--- config.mk ---
export PLATFORM = sky130hd
export DESIGN_NAME = csf_ctrl
export DESIGN_NICKNAME = d
export VERILOG_FILES = /design/src/rtl/centroid_slope_sign_features_assert.svh /design/src/rtl/csf_pkg.sv /design/src/rtl/csf_ctrl.sv
export SDC_FILE = /design/constraint.sdc
export NUM_CORES = 1
export LEC_CHECK = 0
export ABC_AREA = 0
export BUFFER_PORTS_ARGS = -buffer_cell sky130_fd_sc_hd__buf_2
export CORE_AREA = 2 2 39 41
export CTS_BUF_LIST = sky130_fd_sc_hd__clkbuf_8
export DETAILED_ROUTE_END_ITERATION = 7
export DIE_AREA = 0 0 41 43
export REMOVE_ABC_BUFFERS = 1
export SLEW_MARGIN = 20
export SYNTH_ARGS = -nofsm -noshare
export SYNTH_HDL_FRONTEND = slang
export SYNTH_SLANG_ARGS = --single-unit
export TNS_END_PERCENT = 50
--- constraint.sdc ---
create_clock -name clk -period 1.9 [get_ports clk]
set_clock_uncertainty 0.15 [all_clocks]
set_input_delay 0.19 -clock clk [delete_from_list [all_inputs] [get_ports clk]]
set_output_delay 0.19 -clock clk [all_outputs]
set_load 0.02 [all_outputs]
--- src/rtl/centroid_slope_sign_features_assert.svh ---
// assertion macros shared by the centroid slope sign feature block
`ifndef CENTROID_SLOPE_SIGN_FEATURES_ASSERT_SVH
`define CENTROID_SLOPE_SIGN_FEATURES_ASSERT_SVH

`ifndef SYNTH
// check a property on every clock edge outside reset
`define CSF_ASSERT(lbl, prop, msg) \
  lbl: assert property (@(posedge clk) disable iff (rst) prop) else $error(msg);
// check a property on every clock edge, reset included
`define CSF_ASSERT_ALWAYS(lbl, prop, msg) \
  lbl: assert property (@(posedge clk) prop) else $error(msg);
`else
`define CSF_ASSERT(lbl, prop, msg)
`define CSF_ASSERT_ALWAYS(lbl, prop, msg)
`endif

`endif

--- src/rtl/csf_pkg.sv ---
// shared types and constants for the centroid slope sign feature block
`default_nettype none

package csf_pkg;

  // fixed field widths
  localparam int SPACING_W = 11;
  localparam int OP_W      = 2;
  localparam int FEAT_W    = 3;
  localparam int PIDX_W    = 10;
  localparam int OUT_DATA_W = 16;
  localparam int OUT_PAD_W  = OUT_DATA_W - PIDX_W - FEAT_W;

  // parameter defaults
  localparam int MAX_POINTS_DEF = 1024;
  localparam int COORD_BITS_DEF = 16;

  // feature codes
  localparam logic signed [FEAT_W-1:0] FEAT_NEG  = -3'sd1;
  localparam logic signed [FEAT_W-1:0] FEAT_ZERO = 3'sd0;
  localparam logic signed [FEAT_W-1:0] FEAT_POS  = 3'sd1;
  localparam logic signed [FEAT_W-1:0] FEAT_VERT = 3'sd2;

  // request opcodes
  typedef enum logic [OP_W-1:0] {
    OP_LOAD  = 2'd0,
    OP_FETCH = 2'd1,
    OP_CLEAR = 2'd2
  } csf_op_t;

  // controller to datapath commands
  typedef struct packed {
    logic load;
    logic clear;
    logic div_start;
    logic mul;
    logic res_hit;
    logic res_none;
  } csf_cmd_t;

  // datapath to controller status
  typedef struct packed {
    logic stale;
    logic div_busy;
    logic past_end;
    logic out_free;
  } csf_stat_t;

endpackage

`default_nettype wire

--- src/rtl/csf_ctrl.sv ---
// controller state machine sequencing load, clear and fetch requests
`default_nettype none

module csf_ctrl
  import csf_pkg::*;
(
  input  wire logic            clk,
  input  wire logic            rst,
  input  wire logic            s_tvalid,
  input  wire logic [OP_W-1:0] opcode,
  output logic                 s_tready,
  input  wire csf_stat_t       st,
  output csf_cmd_t             cmd
);

  typedef enum logic [4:0] {
    S_IDLE  = 5'b00001,
    S_DIV   = 5'b00010,
    S_CHECK = 5'b00100,
    S_READ  = 5'b01000,
    S_CMP   = 5'b10000
  } state_t;

  state_t state, state_next;

  // state register
  always_ff @(posedge clk) begin
    if (rst) begin
      state <= S_IDLE;
    end else begin
      state <= state_next;
    end
  end

  // next state and command decode
  always_comb begin
    state_next = state;
    cmd        = '0;
    s_tready   = 1'b0;
    unique case (state)
      S_IDLE: begin
        s_tready = 1'b1;
        if (s_tvalid) begin
          case (csf_op_t'(opcode))
            OP_LOAD:  cmd.load  = 1'b1;
            OP_CLEAR: cmd.clear = 1'b1;
            OP_FETCH: begin
              if (st.stale) begin
                cmd.div_start = 1'b1;
                state_next    = S_DIV;
              end else begin
                state_next = S_CHECK;
              end
            end
            default: ;
          endcase
        end
      end
      S_DIV: begin
        if (!st.div_busy) begin
          state_next = S_CHECK;
        end
      end
      S_CHECK: begin
        // read address is presented here; exhausted stroke answers once the output is free
        if (st.past_end) begin
          if (st.out_free) begin
            cmd.res_none = 1'b1;
            state_next   = S_IDLE;
          end
        end else begin
          state_next = S_READ;
        end
      end
      S_READ: begin
        cmd.mul    = 1'b1;
        state_next = S_CMP;
      end
      S_CMP: begin
        if (st.out_free) begin
          cmd.res_hit = 1'b1;
          state_next  = S_IDLE;
        end
      end
      default: state_next = S_IDLE;
    endcase
  end

endmodule

`default_nettype wire

==> summary.md, run 1 <==
| Metric | Value |
|---|---|
| EDFF count, synth | 0 |
| Met3 global-route usage | 4.71% |
| Internal | 294 uW |
| Maximum vdd drop | 0.487 mV |
| Gp weighted congestion | 0.719 |
| Slowest stage delay, CP | 0.37 ns |
| Die area | 1760 sq um |
| DRC Markers | 0 |
| Number of top-level pins | 16 |
| CTS tree | done |
| Fmax | around 550 MHz |
| Most flops, register | state |
| First-iteration detailed-routing DRC count | 7 |
| Met2 usage | 18.1% |
| Synth cell types | 28 |
| Total gr overflow | 0 |
| Nets@finish | between 80 and 90 |
| Multi-input combinational cell area | roughly 260 sq um |
| Vias in the first global route | just over 400 |
| Total wire length | 962 um |
| Synthesis-to-layout area growth | 39.3% |
| Most common cell after layout, fill and taps aside | buf_2 |
| Fin crit share | 95.7% |
| Top cell family by delay on the critical path | simple AND/OR/NAND/NOR gates |
| Largest registers | state: 5 flops |
| Clock buffer depth | 2 |
| Clk_lat worst skew | roughly 0.22 ns |
| Routed length per instance | around 11 um |
| Root Buffer | clkbuf_8 |
| IO Port Bufs | 15 |
| Starting density of the core | between 20% and 30% |
| CTS Buf Count | 3 |
| # diodes | 0 |
| Final setup vio count | 0 |
| Global Route Usage Sum | 13.9% |
| First-pass GRT wire length | 1690 um |
| Design Area, Final | 546 sq um |
| Worst-path maximum fanout | 9 |
| Fillers | between 150 and 200 |
| Clock Power Share | about 48% |
| Layer carrying the most global-route usage | met1 |
| Seq cells post-synth | 5 |
| P_sw | 103 uW |
| CP required | roughly 1.6 ns |
| Slew Viols, Final | 0 |
| Logic pwr share | 22.6% |
| Post-synth top flop | dfxtp_1 |
| CP max stage cell | dfxtp_1 |
| Mapped Area | roughly 390 sq um |
| Avg Vias per Cell | around 5 |
| RSZ-0062 raised after global routing | no |
| Pre-Repair DR Iteration Count | 4 |
| Initial antenna violation count | 0 |
| Detailed-route via count | 446 |
| Crit end category | output pin |
| Synth async-reset ratio | 0% |
| R2R setup slack | 0.27 ns |
| Crit path time final | 1.82 ns |
| Hold Fails Final Rpt | 0 |
| Share of cells above drive strength 1 | 39.4% |
| TritonCTS Sinks | 5 |
| Max reg flops | 5 |
| Site row count | 14 |
| Synthesized instance count | 51 |
| Remaining antenna violation count | 0 |
| Power share of the sequential group | between 20% and 30% |
| Hpwl dp | 698 um |
| Setup crit start kind | register |
| Synthesized area per cell | 7.68 sq um |
| Reg clk slew, reported paths | 0.03 ns |
| Sum of buffers and inverters on the critical path | 1 |
| CP Cell Sequence | nor2_2, and4bb_2, nor4bb_1, buf_2 |
| Largest cells by area after synthesis | dfxtp_1, nor2_1, nor4bb_1 |
| Core box area | 1380 sq um |
| M1 GR Usage | 20.1% |
| Slew @ Worst Pin | 0.285 ns |
| Storage cell area | a little over 100 sq um |
| Critical path data arrival time | 1.48 ns |
| Largest net degree at the start of global routing | 11 |
| CTS H-tree lvls | 1 |
| Pleak | 0.000243 uW |
| Synth area leader | dfxtp_1 |
| Most frequent cells in the layout | buf_2, nor2_1, nand2_1 |
| Sw Ratio | 26.0% |
| PwrDens | approximately 730 nW/um^2 |
| Status | finished clean |
| Synth top area share | 25.6% |
| Yosys Warn Count | 0 |
| Die width | 41 um |
| Placed cell area | between 400 and 500 sq um |
| Die height | 43 um |
| Max Cap Viol | 0 |
| Critical path class | register to output pin |
| Post-Route Utilization | 39.4% |
| Sequential fraction of the synthesis area | 25.6% |
| Hold Crit Class | input pin to register |
| Slew headroom | 81.0% |
==> per-layer routing <==
metal,up-vias,share of wire (%)
li1,227,-
met2,20,46
met3,0,9.9
met5,-,0
met4,0,0
met1,199,44
==> metrics by stage <==
step	hold slack (ns)	TNS, ns	total power [uW]	cells	worst slack (ns)
6_report	0.0504	0	397	87	0.0822
5_1_grt	0.0488	0	421	87	0.000166
3_3_place_gp	0.275	0	196	80	0.254
2_1_floorplan	0.109	-0.0604	167	48	-0.0604
4_1_cts	0.0514	0	400	86	0.0194
3_5_place_dp	0.279	0	197	80	0.224
==> timing repair <==
action / in CTS / in global routing
setup buffers: 2 / 1
hold buffers: 0 / 0
gates cloned: 0 / 0
gates resized for setup: 0 / 2
pin swaps: 0 / 1
setup endpoints to repair: 1 / 1
==> layout make-up <==
| type | count | area share, % |
|---|---|---|
| multi-input combinational | 40 | 48.2 |
| timing repair buffer | 19 | 19.3 |
| sequential | 5 | 18.6 |
| clock buffer | 3 | 7.57 |
| tap | 16 | 3.67 |
| inverter | 3 | 2.06 |
| clock inverter | 1 | 0.688 |
==> final timing paths <==
path	from	to	cells past startpoint
setup / recovery	state[1]$_SDFFE_PP0P_	cmd[5]	4
hold / removal	rst	state[1]$_SDFFE_PP0P_	2
setup reg to reg	state[1]$_SDFFE_PP0P_	state[2]$_SDFFE_PP0P_	5
hold reg to reg	state[4]$_SDFFE_PP0P_	state[3]$_SDFFE_PP0P_	1
==> power by group through the flow <==
stage                     logic, uW  clock network, uW  registers (uW)
after global routing            100                202             119
after CTS                      89.5                194             117
after detailed placement       77.7                  0             119
after floorplan                48.3                  0             119
final                          89.5                189             118
after global placement         77.4                  0             118
==> logic make-up (layout without fill, tap and decap cells) <==
family,count (synthesis),after routing,synth area share (%)
xor+xnor,1,1,2.24
buf+inv,6,26,7.98
simple gates,31,31,47.0
compound gates,7,7,14.7
mux,1,1,2.56
flops,5,5,25.6
==> synth_stat cells, drive strengths merged, types with 2 or more instances <==
cell / n
nand2: 5
clkbuf: 2
or4: 2
nor3: 2
nor4bb: 2
dfxtp: 5
nor2: 7
nand3: 2
nand2b: 2
inv: 3
nor4: 3
or2: 2
Note: power is estimated with default switching activity, not from simulation.
==> run 2: changes to the inputs <==
- CELL_PAD_IN_SITES_DETAIL_PLACEMENT: default -> 1
- CELL_PAD_IN_SITES_GLOBAL_PLACEMENT: default -> 2
- CORE_AREA: 2 2 39 41 -> default
- CORE_UTILIZATION: default -> 25
- DIE_AREA: 0 0 41 43 -> default
- PLACE_DENSITY_LB_ADDON: default -> 0.1
==> summary.md, run 2 (synthesis gave the netlist of run 1 again) <==
| Metric | Value |
|---|---|
| RR Startpoint | state[3]$_SDFFE_PP0P_ |
| Global Route Usage Sum | 14.2% |
| Crit end category | output pin |
| Critical Path Sink | cmd[4] |
| Met1 wire length | 552 um |
| Site row count | 13 |
| Initial antenna violation count | 0 |
| Hold Fails Final Rpt | 0 |
| Min setup slack post-route | 0.0641 ns |
| Fmax | 545 MHz |
| Total wire length | 1170 um |
| Hold Slack | 0.0302 ns |
| Gp weighted congestion | 0.707 |
| Met2 WL | approximately 550 um |
| Pre-Repair DR Iteration Count | 2 |
| Die width | just over 40 um |
| Routed length per instance | 13.8 um |
| Starting density of the core | 28.3% |
| Maximum vdd drop | 0.438 mV |
| CP required | 1.56 ns |
| Critical path data arrival time | 1.50 ns |
| Slew headroom | 76.8% |
| Root Buffer | clkbuf_8 |
| Most frequent cells in the layout | buf_2, nor2_1, nand2_1, inv_1, buf_4 |
| Hold Crit Class | input pin to register |
| DRC Markers | 0 |
| Worst-path maximum fanout | 9 |
| Vias in the first global route | between 300 and 400 |
| Largest net degree at the start of global routing | 10 |
| Reg-to-reg critical path endpoint | state[2]$_SDFFE_PP0P_ |
| Nets@finish | 80 |
| Total gr overflow | 0 |
| Die area | 1730 sq um |
| Slew Viols, Final | 0 |
| Fin crit share | between 90% and 100% |
| Most common cell after layout, fill and taps aside | buf_2 |
| Slew @ Worst Pin | 0.344 ns |
| Pleak | about 0.00025 uW |
| Die height | 41.6 um |
| Max reg flops | 5 |
| Critical path class | register to output pin |
| Share of cells above drive strength 1 | 41.4% |
| Number of top-level pins | 16 |
| Hpwl dp | approximately 830 um |
| PwrDens | 741 nW/um^2 |
| Top routing layer in use | met4 |
| Remaining antenna violation count | 0 |
| CTS tree | done |
| R2R depth | 4 |
| Worst slack, placed | 0.215 ns |
| Setup crit start kind | register |
| TritonCTS Sinks | 5 |
| Post-Route Utilization | 40.2% |
| Detailed-route via count | between 400 and 500 |
| # diodes | 0 |
| IO Port Bufs | 15 |
| R2R setup slack | 0.21 ns |
| First-iteration detailed-routing DRC count | 4 |
| CTS H-tree lvls | 1 |
| Final setup vio count | 0 |
| Core box area | 1380 sq um |
| Setup_tns | 0 ns |
| # hold bufs at CTS | 0 |
| Status | finished clean |
| PnR Total Power | between 400 and 500 uW |
| Clock buffer depth | 2 |
| Avg Vias per Cell | around 5.2 |
| Max Cap Viol | 0 |
| Largest registers | state: 5 flops |
| Wire length on met3 | between 60 and 70 um |
| Synthesis-to-layout area growth | 41.9% |
| CTS Buf Count | 3 |
| Crit path time final | 1.84 ns |
| Most flops, register | state |
| Clk_lat worst skew | 0.23 ns |
| Critical Path Start | state[3]$_SDFFE_PP0P_ |
| First-pass GRT wire length | 1850 um |
| Reg clk slew, reported paths | 0.04 ns |
run 2: cell count changes in the layout (fill, tap and decap cells not counted), sizes merged:
cell,delta
buf,-1
run 2: metrics by stage:
stage / cells / cell area (sq um)
3_3_place_gp: 80 / 480
3_5_place_dp: 80 / 480
2_1_floorplan: 48 / 372
4_1_cts: 84 / 529
6_report: 85 / 556
5_1_grt: 85 / 556
run 2: worst min path at each step:
stage / depth (start not counted) / endpoint / start / slack [ns]
3_5_place_dp: 2 / state[1]$_SDFFE_PP0P_ / rst / 0.27
2_1_floorplan: 1 / state[1]$_SDFFE_PP0P_ / rst / 0.11
5_1_grt: 2 / state[1]$_SDFFE_PP0P_ / rst / 0.05
6_report: 2 / state[1]$_SDFFE_PP0P_ / rst / 0.03
3_3_place_gp: 2 / state[1]$_SDFFE_PP0P_ / rst / 0.27
4_1_cts: 2 / state[1]$_SDFFE_PP0P_ / rst / 0.03
run 2: what timing repair did:
action / CTS / global route
gates resized for setup: 2 / 4
setup endpoints to repair: 1 / 1
hold endpoints to repair: 0 / 0
setup buffers: 0 / 1
gates cloned: 0 / 0
run 2: critical path: stages (launching register included):
cell and delay, ns:
dfxtp_1 0.47, and4bb_2 0.32, buf_4 0.15, and4b_1 0.17, buf_2 0.15
run 2: layer usage:
metal	global-route usage (%)	vias up
met2	20.6	12
li1	-	225
met1	18.5	202
met5	0	-
met4	5.81	0
met3	5.65	2
run 2: power by group:
part / leakage [uW] / total [uW] / switching, uW / internal, uW
clock: 0.0000269 / 200 / 60.3 / 139
sequential: 0.0000407 / 120 / 9.19 / 111
combinational: 0.000184 / 91.8 / 47.0 / 44.8
run 2: area by class of cell:
class / count / area, sq um
Clock buffer: 3 / 41.3
Timing Repair Buffer: 18 / 100
Inverter: 3 / 11.3
Fill cell: 174 / 827
Tap cell: 15 / 18.8
Sequential cell: 5 / 103
Clock inverter: 1 / 3.75
Multi-Input combinational cell: 40 / 278
